$ cat config.mk
export PLATFORM = sky130hd
export DESIGN_NAME = haptic_ramp_sequencer
export DESIGN_NICKNAME = d
export VERILOG_FILES = /design/src/sv/hrs_pkg.sv /design/src/sv/hrs_ctrl.sv /design/src/sv/hrs_dp.sv /design/src/sv/haptic_ramp_sequencer.sv
export SDC_FILE = /design/constraint.sdc
export NUM_CORES = 2
export LEC_CHECK = 0
export BUFFER_PORTS_ARGS = -buffer_cell sky130_fd_sc_hd__buf_2
export CORE_MARGIN = 5
export CORE_UTILIZATION = 66
export CTS_CLUSTER_DIAMETER = 80
export DETAILED_ROUTE_END_ITERATION = 12
export PLACE_DENSITY_LB_ADDON = 0.3
export SLEW_MARGIN = 20
export SYNTH_ARGS = -nofsm -noshare
export SYNTH_HDL_FRONTEND = slang
export SYNTH_SLANG_ARGS = --single-unit
$ cat constraint.sdc
create_clock -name clock -period 14.83 [get_ports clock]
set_clock_uncertainty 0.2 [all_clocks]
set_input_delay 3.7075 -clock clock [delete_from_list [all_inputs] [get_ports clock]]
set_output_delay 3.7075 -clock clock [all_outputs]
set_load 0.01 [all_outputs]
$ cat src/sv/hrs_pkg.sv
// Package: types, constants, event and sequence tables for the haptic ramp sequencer.
package hrs_pkg;

   localparam int PadsDefault      = 2;
   localparam int EventsDefault    = 16;
   localparam int SequencesDefault = 5;
   localparam int RomEvents        = 16;
   localparam int RomSequences     = 5;
   localparam logic [16:0] ElapsedMax = 17'h1FFFF;

   localparam logic OP_TICK  = 1'b0;
   localparam logic OP_START = 1'b1;

   typedef struct packed {
      logic [15:0] wait_ms;
      logic        mtype;
      logic [15:0] gate_ms;
      logic [15:0] level;
   } event_type;

   typedef struct packed {
      logic [7:0] first;
      logic [7:0] last;
   } bound_type;

   typedef enum logic [3:0] {
      ST_IDLE,
      ST_ADD,
      ST_WALK,
      ST_RAMP_LO,
      ST_DIV_LO,
      ST_RAMP_HI,
      ST_DIV_HI,
      ST_OUT
   } state_type;

   // controller -> datapath
   typedef struct packed {
      logic load;
      logic start_seq;
      logic add;
      logic fire;
      logic ramp_setup;
      logic ramp_unit;
      logic div_step;
      logic lvl_store;
      logic emit;
   } cmd_type;

   // datapath -> controller
   typedef struct packed {
      logic is_start;
      logic pad_ok;
      logic seq_ok;
      logic active;
      logic due;
      logic div_needed;
      logic div_done;
   } stat_type;

   function automatic event_type event_rom(input logic [7:0] idx);
      event_type e;
      case (idx)
         8'd0:    e = '{16'd0,    1'b0, 16'd500,  16'd65535};
         8'd1:    e = '{16'd1000, 1'b0, 16'd1000, 16'd0};
         8'd2:    e = '{16'd0,    1'b1, 16'd250,  16'd65535};
         8'd3:    e = '{16'd250,  1'b1, 16'd750,  16'd0};
         8'd4:    e = '{16'd0,    1'b0, 16'd500,  16'd65535};
         8'd5:    e = '{16'd500,  1'b0, 16'd500,  16'd6554};
         8'd6:    e = '{16'd500,  1'b0, 16'd500,  16'd65535};
         8'd7:    e = '{16'd500,  1'b0, 16'd1000, 16'd0};
         8'd8:    e = '{16'd0,    1'b1, 16'd250,  16'd65535};
         8'd9:    e = '{16'd250,  1'b1, 16'd250,  16'd49151};
         8'd10:   e = '{16'd0,    1'b0, 16'd250,  16'd65535};
         8'd11:   e = '{16'd250,  1'b0, 16'd750,  16'd0};
         8'd12:   e = '{16'd500,  1'b1, 16'd500,  16'd0};
         8'd13:   e = '{16'd0,    1'b1, 16'd100,  16'd32768};
         8'd14:   e = '{16'd100,  1'b1, 16'd100,  16'd13107};
         8'd15:   e = '{16'd100,  1'b1, 16'd100,  16'd0};
         default: e = '0;
      endcase
      return e;
   endfunction

   function automatic bound_type sequence_bounds(input logic [2:0] sq);
      bound_type b;
      case (sq)
         3'd0:    b = '{8'd0,  8'd1};
         3'd1:    b = '{8'd2,  8'd3};
         3'd2:    b = '{8'd4,  8'd7};
         3'd3:    b = '{8'd8,  8'd12};
         3'd4:    b = '{8'd13, 8'd15};
         default: b = '{8'd0,  8'd1};
      endcase
      return b;
   endfunction

endpackage

$ cat src/sv/hrs_ctrl.sv
// Controller state machine: sequences the tick and start work.
module hrs_ctrl (
   input  logic               clock,
   input  logic               reset,
   input  logic               req_valid,
   output logic               req_stall,
   input  logic               rsp_valid,
   input  logic               rsp_stall,
   input  hrs_pkg::stat_type  stat,
   output hrs_pkg::cmd_type   cmd
);

   hrs_pkg::state_type state_ff, state_in;

   always_ff @(posedge clock) begin
      if (reset) begin
         state_ff <= hrs_pkg::ST_IDLE;
      end else begin
         state_ff <= state_in;
      end
   end

   always_comb begin
      state_in = state_ff;
      case (state_ff)
         hrs_pkg::ST_IDLE:
            if (req_valid) state_in = hrs_pkg::ST_ADD;
         hrs_pkg::ST_ADD: begin
            if (!stat.pad_ok || stat.is_start) state_in = hrs_pkg::ST_IDLE;
            else if (!stat.active) state_in = hrs_pkg::ST_OUT;
            else state_in = hrs_pkg::ST_WALK;
         end
         hrs_pkg::ST_WALK:
            if (!stat.due) state_in = hrs_pkg::ST_RAMP_LO;
         hrs_pkg::ST_RAMP_LO: begin
            state_in = stat.div_needed ? hrs_pkg::ST_DIV_LO : hrs_pkg::ST_RAMP_HI;
         end
         hrs_pkg::ST_DIV_LO:
            if (stat.div_done) state_in = hrs_pkg::ST_RAMP_HI;
         hrs_pkg::ST_RAMP_HI: begin
            state_in = stat.div_needed ? hrs_pkg::ST_DIV_HI : hrs_pkg::ST_OUT;
         end
         hrs_pkg::ST_DIV_HI:
            if (stat.div_done) state_in = hrs_pkg::ST_OUT;
         hrs_pkg::ST_OUT:
            if (!rsp_valid || !rsp_stall) state_in = hrs_pkg::ST_IDLE;
         default: state_in = hrs_pkg::ST_IDLE;
      endcase
   end

   always_comb begin
      cmd = '0;
      req_stall = (state_ff != hrs_pkg::ST_IDLE);
      case (state_ff)
         hrs_pkg::ST_IDLE: cmd.load = req_valid;
         hrs_pkg::ST_ADD: begin
            cmd.start_seq = stat.pad_ok && stat.is_start && stat.seq_ok;
            cmd.add = stat.pad_ok && !stat.is_start && stat.active;
         end
         hrs_pkg::ST_WALK: cmd.fire = stat.due;
         hrs_pkg::ST_RAMP_LO: begin
            cmd.ramp_setup = 1'b1;
            cmd.ramp_unit  = 1'b0;
         end
         hrs_pkg::ST_DIV_LO: begin
            cmd.div_step  = 1'b1;
            cmd.ramp_unit = 1'b0;
            cmd.lvl_store = stat.div_done;
         end
         hrs_pkg::ST_RAMP_HI: begin
            cmd.ramp_setup = 1'b1;
            cmd.ramp_unit  = 1'b1;
         end
         hrs_pkg::ST_DIV_HI: begin
            cmd.div_step  = 1'b1;
            cmd.ramp_unit = 1'b1;
            cmd.lvl_store = stat.div_done;
         end
         hrs_pkg::ST_OUT: cmd.emit = !rsp_valid || !rsp_stall;
         default: cmd = '0;
      endcase
   end

endmodule

$ cat src/sv/hrs_dp.sv
// Datapath: pad and motor state, event walk, ramp interpolation with serial divider.
module hrs_dp #(
   parameter int PADS      = hrs_pkg::PadsDefault,
   parameter int EVENTS    = hrs_pkg::EventsDefault,
   parameter int SEQUENCES = hrs_pkg::SequencesDefault
) (
   input  logic              clock,
   input  logic              reset,
   input  logic              req_opcode,
   input  logic              req_pad,
   input  logic [15:0]       req_delta_ms,
   input  logic [2:0]        req_sequence_req,
   input  hrs_pkg::cmd_type  cmd,
   output hrs_pkg::stat_type stat,
   input  logic              rsp_stall,
   output logic              rsp_valid,
   output logic              rsp_out_pad,
   output logic [15:0]       rsp_low_level,
   output logic [15:0]       rsp_high_level
);

   localparam int Units = 2 * PADS;

   logic        op_ff;
   logic        pad_ff;
   logic [15:0] delta_ff;
   logic [2:0]  sreq_ff;

   logic        active_ff [PADS];
   logic [2:0]  seqn_ff   [PADS];
   logic [7:0]  idx_ff    [PADS];
   logic [16:0] elap_ff   [PADS];

   logic [15:0] rtime_ff  [Units];
   logic [15:0] rgate_ff  [Units];
   logic [15:0] rstart_ff [Units];
   logic [15:0] rtarg_ff  [Units];

   logic [15:0] lo_ff, hi_ff;
   logic        valid_ff;

   // serial divider
   logic [31:0] num_ff;
   logic [15:0] den_ff;
   logic [16:0] rem_ff;
   logic [31:0] quo_ff;
   logic [4:0]  cnt_ff;
   logic        down_ff;
   logic [15:0] base_ff;
   logic        q_bit;
   logic [15:0] lvl_res;

   logic        pad_ok;
   logic [2:0]  sq;
   hrs_pkg::bound_type bnd;
   logic [8:0]  count;
   logic [8:0]  eidx;
   hrs_pkg::event_type ev;
   logic [1:0]  uf;
   logic [1:0]  ur;
   logic [16:0] sum;
   logic [17:0] esum;
   logic [16:0] rem_sh;

   assign pad_ok = (32'(pad_ff) < PADS);
   assign sq     = (32'(seqn_ff[pad_ff]) >= SEQUENCES) ? 3'd0 : seqn_ff[pad_ff];
   assign bnd    = hrs_pkg::sequence_bounds(sq);
   assign count  = 9'(bnd.last) - 9'(bnd.first) + 9'd1;
   assign eidx   = 9'(bnd.first) + 9'(idx_ff[pad_ff]);
   assign ev     = hrs_pkg::event_rom(eidx[7:0]);
   assign uf     = {pad_ff, ev.mtype};
   assign ur     = {pad_ff, cmd.ramp_unit};
   assign sum    = 17'(rtime_ff[ur]) + 17'(delta_ff);
   assign esum   = 18'(elap_ff[pad_ff]) + 18'(delta_ff);
   assign rem_sh = {rem_ff[15:0], num_ff[31]};
   // final quotient bit comes from the last divide step
   assign q_bit  = (rem_sh >= 17'(den_ff));
   assign lvl_res = down_ff ? base_ff - {quo_ff[14:0], q_bit}
                            : base_ff + {quo_ff[14:0], q_bit};

   always_comb begin
      stat.is_start   = (op_ff == hrs_pkg::OP_START);
      stat.pad_ok     = pad_ok;
      stat.seq_ok     = (32'(sreq_ff) < SEQUENCES);
      stat.active     = active_ff[pad_ff];
      stat.due        = (9'(idx_ff[pad_ff]) < count) && (32'(eidx) < EVENTS)
                        && (elap_ff[pad_ff] >= 17'(ev.wait_ms));
      stat.div_needed = (sum < 17'(rgate_ff[ur]));
      stat.div_done   = (cnt_ff == 5'd31);
   end

   always_ff @(posedge clock) begin
      if (cmd.load) begin
         op_ff    <= req_opcode;
         pad_ff   <= req_pad;
         delta_ff <= req_delta_ms;
         sreq_ff  <= req_sequence_req;
      end
   end

   always_ff @(posedge clock) begin
      if (reset) begin
         for (int p = 0; p < PADS; p++) begin
            active_ff[p] <= 1'b0;
            seqn_ff[p]   <= '0;
            idx_ff[p]    <= '0;
            elap_ff[p]   <= '0;
         end
         for (int u = 0; u < Units; u++) begin
            rtime_ff[u]  <= '0;
            rgate_ff[u]  <= '0;
            rstart_ff[u] <= '0;
            rtarg_ff[u]  <= '0;
         end
         valid_ff <= 1'b0;
         cnt_ff   <= '0;
      end else begin
         if (cmd.start_seq) begin
            active_ff[pad_ff] <= 1'b1;
            seqn_ff[pad_ff]   <= sreq_ff;
            idx_ff[pad_ff]    <= '0;
            elap_ff[pad_ff]   <= '0;
         end
         if (cmd.add)
            elap_ff[pad_ff] <= esum[17] ? hrs_pkg::ElapsedMax : esum[16:0];
         // idle pads report zero levels
         if (cmd.load) begin
            lo_ff <= '0;
            hi_ff <= '0;
         end
         if (cmd.fire) begin
            elap_ff[pad_ff] <= elap_ff[pad_ff] - 17'(ev.wait_ms);
            rtime_ff[uf]    <= '0;
            rgate_ff[uf]    <= ev.gate_ms;
            rstart_ff[uf]   <= rtarg_ff[uf];
            rtarg_ff[uf]    <= ev.level;
            idx_ff[pad_ff]  <= idx_ff[pad_ff] + 8'd1;
         end
         if (cmd.ramp_setup) begin
            cnt_ff <= '0;
            if (stat.div_needed) begin
               rtime_ff[ur] <= sum[15:0];
               down_ff <= rtarg_ff[ur] < rstart_ff[ur];
               base_ff <= rstart_ff[ur];
               den_ff  <= rgate_ff[ur];
               rem_ff  <= '0;
               quo_ff  <= '0;
               if (rtarg_ff[ur] >= rstart_ff[ur])
                  num_ff <= (rtarg_ff[ur] - rstart_ff[ur]) * sum[15:0];
               else
                  num_ff <= (rstart_ff[ur] - rtarg_ff[ur]) * sum[15:0]
                            + 32'(rgate_ff[ur]) - 32'd1;
            end else if (cmd.ramp_unit)
               hi_ff <= rtarg_ff[ur];
            else
               lo_ff <= rtarg_ff[ur];
         end
         if (cmd.div_step) begin
            cnt_ff <= cnt_ff + 5'd1;
            num_ff <= {num_ff[30:0], 1'b0};
            if (rem_sh >= 17'(den_ff)) begin
               rem_ff <= rem_sh - 17'(den_ff);
               quo_ff <= {quo_ff[30:0], 1'b1};
            end else begin
               rem_ff <= rem_sh;
               quo_ff <= {quo_ff[30:0], 1'b0};
            end
         end
         if (cmd.lvl_store) begin
            if (cmd.ramp_unit) hi_ff <= lvl_res;
            else lo_ff <= lvl_res;
         end
         if (cmd.emit) valid_ff <= 1'b1;
         else if (!rsp_stall) valid_ff <= 1'b0;
         if (cmd.emit) begin
            rsp_out_pad    <= pad_ff;
            rsp_low_level  <= lo_ff;
            rsp_high_level <= hi_ff;
         end
      end
   end

   assign rsp_valid = valid_ff;

endmodule

$ cat src/sv/haptic_ramp_sequencer.sv
// Top level: haptic ramp sequencer, controller plus datapath.
// One item at a time; the input stays stalled until the current start or tick is done.
// A tick on an active pad fires its due events one by one and then, for each motor
// whose ramp is still running, runs a bit-serial 32-step divider shared by both motors.
// At most 5 events fire on one tick. The result sits in an output register
// and is held while rsp_stall is high. A new result waits in the last state until that
// register is free, and the input stays stalled meanwhile.
module haptic_ramp_sequencer #(
   parameter int PADS      = hrs_pkg::PadsDefault,
   parameter int EVENTS    = hrs_pkg::EventsDefault,
   parameter int SEQUENCES = hrs_pkg::SequencesDefault
) (
   input  logic        clock,
   input  logic        reset,
   input  logic        req_valid,
   output logic        req_stall,
   input  logic        req_opcode,
   input  logic        req_pad,
   input  logic [15:0] req_delta_ms,
   input  logic [2:0]  req_sequence_req,
   output logic        rsp_valid,
   input  logic        rsp_stall,
   output logic        rsp_out_pad,
   output logic [15:0] rsp_low_level,
   output logic [15:0] rsp_high_level
);

   hrs_pkg::cmd_type  cmd;
   hrs_pkg::stat_type stat;

   hrs_ctrl u_ctrl (
      .clock, .reset, .req_valid, .req_stall, .rsp_valid, .rsp_stall,
      .stat, .cmd
   );

   hrs_dp #(.PADS(PADS), .EVENTS(EVENTS), .SEQUENCES(SEQUENCES)) u_dp (
      .clock, .reset, .req_opcode, .req_pad, .req_delta_ms, .req_sequence_req,
      .cmd, .stat, .rsp_stall, .rsp_valid, .rsp_out_pad, .rsp_low_level,
      .rsp_high_level
   );

endmodule

==> Yosys cells after proc, flatten, opt, wreduce, memory -nomap -nowiden <==
Memory sizes are Yosys's and may differ from the RTL's. A register that Yosys moved wholly into a read port is not among the register bits.
Cells that the tools add are included.
{ "totals": {"mem_bits_ro": 528, "output_inout_bits": 35, "mem_bits_rw": 314, "register_bits": 192, "inputBits": 25, "elab_cells": 204, "n_memories": 9} }
{ "op_classes": {"magnitude_cmp": 9, "n_mux": 99, "n_mul": 2, "reduce_logical": 29, "n_addsub": 15, "eq_ne": 18, "bitwise": 4} }
{ "memory_table": {"columns": ["memory", "words", "width", "rd", "rd_ports_with_merged_regs", "wr", "line", "source"], "rows": [
  ["(no name shown)", 16, 33, 1, 0, 0, "hrs_pkg.sv:63", "case (idx)"],
  ["u_dp.rgate_ff", 4, 16, 1, 0, 4, "hrs_dp.sv:35", "logic [15:0] rgate_ff [Units];"],
  ["u_dp.rstart_ff", 4, 16, 1, 0, 4, "hrs_dp.sv:36", "logic [15:0] rstart_ff [Units];"],
  ["u_dp.rtarg_ff", 4, 16, 2, 0, 4, "hrs_dp.sv:37", "logic [15:0] rtarg_ff [Units];"],
  ["u_dp.rtime_ff", 4, 16, 1, 0, 4, "hrs_dp.sv:34", "logic [15:0] rtime_ff [Units];"],
  ["u_dp.elap_ff", 2, 17, 1, 1, 2, "hrs_dp.sv:32", "logic [16:0] elap_ff [PADS];"],
  ["+3 memories", null, null, null, null, null, null, null]
]} }
{ "op_table": {"columns": ["op", "count"], "rows": [
  ["16-bit two-way mux", 22],
  ["32-bit two-way mux", 4],
  ["16-bit OR reduction", 5],
  ["17-bit two-way mux", 4],
  ["32-bit by 16-bit multiplier with 32-bit output", 2],
  ["49-bit two-way mux", 1],
  ["12-bit one-hot mux with 4 select lines", 1],
  ["15-bit two-way mux", 3],
  ["1-bit two-way mux", 43],
  ["17-bit by 16-bit >= comparator with 1-bit output", 2],
  ["16-bit by 16-bit subtractor with 17-bit output", 2],
  ["32-bit by 16-bit adder with 32-bit output", 1],
  ["4-bit one-hot mux with 8 select lines", 1],
  ["16-bit subtractor", 2],
  ["32-bit by 1-bit subtractor with 32-bit output, second input constant", 1],
  ["4-bit two-way mux", 6],
  ["17-bit by 16-bit adder with 18-bit output", 1],
  ["16-bit by 16-bit adder with 17-bit output", 1],
  ["17-bit by 16-bit < comparator with 1-bit output", 1],
  ["17-bit OR reduction", 1],
  ["17-bit by 16-bit subtractor with 17-bit output", 1],
  ["16-bit adder", 1],
  ["4-bit by 3-bit equality test with 1-bit output, second input constant", 4],
  ["16-bit >= comparator", 1],
  ["37 further kinds", 65]
]} }

==> Logic depth before layout (Yosys ltp) <==
{ "logic_depth": {"ltp_word": 16, "ltp_mapped": 42, "ltp_nobuf": 39} }

==> Hierarchy <==
From an unflattened synthesis, not the netlist that was laid out.
{ "hier_totals": {"cells_unflattened": 4280, "hier_area_um2": 41982.8} }
{ "modules_own_cells": {"columns": ["module", "area_per_inst_um2", "cells_per_inst", "seq_area_each_um2", "instances"], "rows": [
  ["hrs_dp", 41686.2, 4240, 11110.7, 1],
  ["hrs_ctrl", 296.5, 40, 60.1, 1]
]} }

==> Least setup slack after synthesis <==
Ideal clock, no wire load.
{ "synth_timing": {"path_kind": "register -> register", "start": "register u_ctrl.state_ff[1]", "end": "register u_dp.num_ff[31], data pin", "t_arrival_ns": 10.116, "synth_period_minus_slack_ns": 10.574, "setup_ns": 0.258, "required_time_ns": 14.372, "stages_incl_launch_ff": 38, "path_slack_ns": 4.256, "path_buffers": 6, "cell_sequence": "dfxtp_1 -> buf_2 -> xor2_1 -> nand2_1 -> clkbuf_1 -> buf_1 -> clkbuf_1 -> mux4_2 -> ha_1 -> fa_1 -> a211oi_1 -> o21a_1 -> o21ai_1 -> a31o_2 -> a21o_1 -> xor2_1 -> clkbuf_1 -> buf_1 -> [... 2 more ...] -> inv_1 -> fa_1 -> fa_1 -> fa_1 -> fa_1 -> inv_1 -> fa_1 -> inv_1 -> ha_1 -> a211o_1 -> a41o_1 -> a31o_2 -> or4b_1 -> a31o_2 -> a21oi_1 -> xnor3_1 -> nand3_1 -> o221a_2"} }
{ "synth_between": {"elab_chain_cells": 12, "elab_cells_between_ends": 23, "cone_classes": "add/sub: 5; mul: 2; order compare: 1; eq/ne: 3; mux: 6; reduce/logical: 2; memory: 4"} }
{ "synth_rtl": {"columns": ["element", "line", "source"], "rows": [
  ["start, declared", "hrs_ctrl.sv:13", "hrs_pkg::state_type state_ff, state_in;"],
  ["start signal, assigned", "hrs_ctrl.sv:17", "state_ff <= hrs_pkg::ST_IDLE;"],
  ["start signal, assigned", "hrs_ctrl.sv:19", "state_ff <= state_in;"],
  ["4-bit by 3-bit equality test with 1-bit output", "hrs_ctrl.sv:54", "case (state_ff)"],
  ["2-bit OR reduction (no line)", null, null],
  ["1-bit two-way mux", "hrs_ctrl.sv:54", null],
  ["memory 4 x 16 bit (on tied branches)", null, null],
  ["16-bit by 16-bit subtractor with 17-bit output or 16-bit by 16-bit adder with 17-bit output (tied branches)", "hrs_dp.sv:151, hrs_dp.sv:73", null],
  ["32-bit by 16-bit multiplier with 32-bit output", "hrs_dp.sv:151", "num_ff <= (rstart_ff[ur] - rtarg_ff[ur]) * sum[15:0]"],
  ["32-bit by 16-bit adder with 32-bit output", "hrs_dp.sv:152", "+ 32'(rgate_ff[ur]) - 32'd1;"],
  ["32-bit by 1-bit subtractor with 32-bit output", "hrs_dp.sv:152", null],
  ["32-bit two-way mux", "hrs_dp.sv:148", "if (rtarg_ff[ur] >= rstart_ff[ur])"],
  ["32-bit two-way mux", "hrs_dp.sv:141", "if (stat.div_needed) begin"],
  ["32-bit two-way mux", "hrs_dp.sv:139", "if (cmd.ramp_setup) begin"],
  ["32-bit two-way mux *", "hrs_dp.sv:158", "if (cmd.div_step) begin"],
  ["end signal, assigned", "hrs_dp.sv:149", "num_ff <= (rtarg_ff[ur] - rstart_ff[ur]) * sum[15:0];"],
  ["end signal, assigned", "hrs_dp.sv:151", null],
  ["end signal, assigned", "hrs_dp.sv:160", "num_ff <= {num_ff[30:0], 1'b0};"],
  ["end, declared", "hrs_dp.sv:43", "logic [31:0] num_ff;"]
]} }
Every way passes the cells marked *; elsewhere a longest branch is shown, timed or not. The select of a mux whose other input is x is not followed.
A chain may end at the register's enable or synchronous reset.

==> Worst setup path after layout <==
Same ends and word-level chain as after synthesis.

==> flow_summary_export.csv <==
group,metric,value,unit
critical_path,critical-path-max-stage-delay,0.75,ns
critical_path,crit_path_max_fanout,39,
clock_network,clock_insertion_delay_worst_skew,0.59,ns
critical_path,setup.worst_path.end_class,"flop",
critical_path,crit_slowest_cell,"sky130_fd_sc_hd__dfxtp_1",
global_route,initial_antenna_violation_count,2,
placement,final_estimated_routing_congestion_in_global_placement,0.960,
logic_synthesis,synth.avg_cell_area,9.85,µm²
routing,wl_per_cell,20.8,µm
logic_synthesis,synth.mux.area_fraction,3.42,%
die,rows,91,
logic_synthesis,seq_area_frac_synth,27.0,%
clock_network,clkSlewWorstSetupHoldPaths,0.06,ns
placement,dp_hpwl,79.3,mm
timing,max-slew-margin-rel,20.5,%
final_layout,layout.nets,5075,
logic_synthesis,syn_inst,4197,
clock_network,numClockSinks,376,
global_route,first_global_vias,31400,
die,number_of_ports_placed_on_the_die_boundary,60,
critical_path,timing.setup.critical_path_class,"flop to flop",
logic_synthesis,synth_async_sr_flop_share,0,%
final_layout,final_common_cell,"sky130_fd_sc_hd__inv_1",
clock_network,tritoncts.num_buffers,42,
global_route,grt_first_pass_wirelength,170,mm
logic_synthesis,yosys_warnings,0,
final_layout,layout.cells.most_common_list,"sky130_fd_sc_hd__inv_1 (796), sky130_fd_sc_hd__fa_1 (568), sky130_fd_sc_hd__nand2_1 (503)",
die,fp.dieH,260,µm
global_route,grt_use_total,32.1,%
logic_synthesis,ys_seq_elements,376,
timing,timing_max_transition_violations_final,0,
die,die_outline_area,67700,µm²
final_layout,drive_gt1_share,6.99,%
worst_hold_path,min_path_type,"flop to flop",
logic_synthesis,synth_simple_gate_area_share,13.1,%
die,floorplan.core_area,61800,µm²
clock_network,cts_buffer_depth,3,
logic_synthesis,synthDistinctLibCells,91,
routing,totalWireLength,106,mm
timing,max_clock_freq,0.0854,GHz
timing,worstMarginPinSlew,1.19,ns
clock_network,post_cts_buffers,0,
final_layout,area_growth,6.87,%
placement,io_buffers,59,
timing,layout_min_cycle_time,11.71,ns
critical_path,arrival,11.84,ns
global_route,grt_overflow_total,0,
clock_network,clockRootBuffer,"sky130_fd_sc_hd__clkbuf_16",
clock_network,post_cts.resized_instances,0,
timing,setup-violations-final,0,
logic_synthesis,yosys.area_share.adder,35.1,%
clock_network,cts_tree,"done",
routing,post-route-drc-count,0,
routing,drt_iter0_markers,3547,
critical_path,critical_path_required,14.96,ns
logic_synthesis,synth-edff-count,364,
logic_synthesis,synth_compound_area_share,8.64,%
die,initial_core_util,66.8,%
timing,report.final.hold_viol_count,0,
die,die-width,260,µm
routing,via_count,30700,
logic_synthesis,synthesis.area,41300,µm²
routing,detailedRoute.firstPassIterationCount,7,
timing,rsz0062_at_grt,"no",
critical_path,cp-start-kind,"flop",
logic_synthesis,synth_top_family_by_area,"adder cells",
logic_synthesis,dominantRegCellSynth,"sky130_fd_sc_hd__edfxtp_1",
logic_synthesis,yosys.area_share.xor_xnor,3.95,%
timing,totalNegativeSetupSlack,0,ns
routing,number_of_nets_with_antenna_violations_after_detailed_routing,0,
global_route,maximum_number_of_pins_on_one_net_before_global_route_repair,64,
clock_network,post_cts_hold_buffer_count,0,
flow_run,timing.max_cap.violations,0,
timing,final_min_period_over_clock_period,78.9,%
status,run_status,"complete, no violations",
routing,viasPerCell,6.03,
clock_network,cts-htree-levels,2,
## cells in the mapped netlist, drive strengths merged (35+ instances only)
library cell  instances  share of area, %
fa                  568                28
nor2                356               3.2
xnor2               126               2.7
mux4                 41               2.2
edfxtp              364                26
and2                105               1.6
ha                  251               7.6
a21oi               157               1.9
nor3                 83               1.2
nand3                37              0.45
nand2               506               4.6
inv                 799               7.3
a21o                 48              0.87
a31oi                35              0.53
o21ai               131               1.6
xor2                 58               1.2
clkbuf              125               1.1
## logic make-up (layout without fill, tap and decap cells)
group                      count (synthesis)  in the layout
DFF                                      376            376
AOI/OAI and AO/OA                        557            557
buffers and inverters                    958            999
adders and majority gates                819            819
xor gates and xnor gates                 185            185
and+or+nand+nor                         1214           1214
muxes                                     87             87
other                                      1             29
## worst max-delay path: cells and delay by family (launching register included)
family / cells / cell delay, ns
muxes: 1 / 0.45
adders and majority gates: 9 / 4.05
xor gates and xnor gates: 3 / 0.50
DFF: 1 / 0.75
buffers and inverters: 9 / 1.29
AOI/OAI and AO/OA: 12 / 3.09
and+or+nand+nor: 5 / 1.07
## final cells by class
cell class	count	area [µm²]
Clock inverter	32	324
Multi-Input combinational cell	2890	26800
Antenna cell	1	2.50
Inverter	802	3010
Tap cell	837	1050
Clock buffer	46	1090
Fill cell	4397	17700
Sequential cell	376	11200
Timing Repair Buffer	119	753
## final timing paths
path,start,to,slack [ns],depth (start not counted)
min reg2reg,u_dp.lo_ff[15]$_DFFE_PN_,u_dp.rsp_low_level[15]$_DFFE_PP_,0.26,0
max reg2reg,u_ctrl.state_ff[1]$_SDFFE_PP0P_,u_dp.num_ff[31]$_DFFE_PP_,3.12,39
min,u_dp.lo_ff[15]$_DFFE_PN_,u_dp.rsp_low_level[15]$_DFFE_PP_,0.26,0
max,u_ctrl.state_ff[1]$_SDFFE_PP0P_,u_dp.num_ff[31]$_DFFE_PP_,3.12,39
## stage by stage
step / area [µm²] / hold slack [ns] / std cells / util, % / setup WS [ns]
after global routing: 44200 / 0.267 / 5102 / 71.4 / 2.43
final: 44200 / 0.255 / 5103 / 71.4 / 3.12
after global placement: 42700 / 0.235 / 5023 / 69.1 / 3.65
after detailed placement: 42700 / 0.241 / 5023 / 69.1 / 3.37
after CTS: 44100 / 0.254 / 5101 / 71.4 / 3.29
after floorplan: 41400 / 0.221 / 4224 / - / 4.26
## routing by layer
metal | global-route usage, % | routed length, µm | share of wire [%] | vias to the layer above
li1 | - | - | - | 13600
met1 | 44.1 | 40600 | 38 | 15100
met2 | 50.0 | 47900 | 45 | 1707
met3 | 7.24 | 11800 | 11 | 372
met4 | 13.3 | 5670 | 5.3 | 0
met5 | 0 | 0 | 0 | -
## state kept, by name, indices dropped and copies added (netlist names), 6 cells and up, named ones only
register,flops
u_dp.rtime_ff,64
u_dp.elap_ff,34
u_dp.num_ff,32
u_dp.rgate_ff,32
u_dp.rstart_ff,24
u_dp.rtarg_ff,24
u_dp.delta_ff,16
u_dp.hi_ff,16
u_dp.idx_ff,16
u_dp.lo_ff,16
u_dp.rem_ff,16
u_dp.rsp_high_level,16
u_dp.rsp_low_level,16
u_dp.quo_ff,15
u_dp.den_ff,8
u_dp.base_ff,6
u_dp.seqn_ff,6
Power is not shown: default switching activity piles up to over one toggle a cycle in this logic, so the estimate is an artifact.
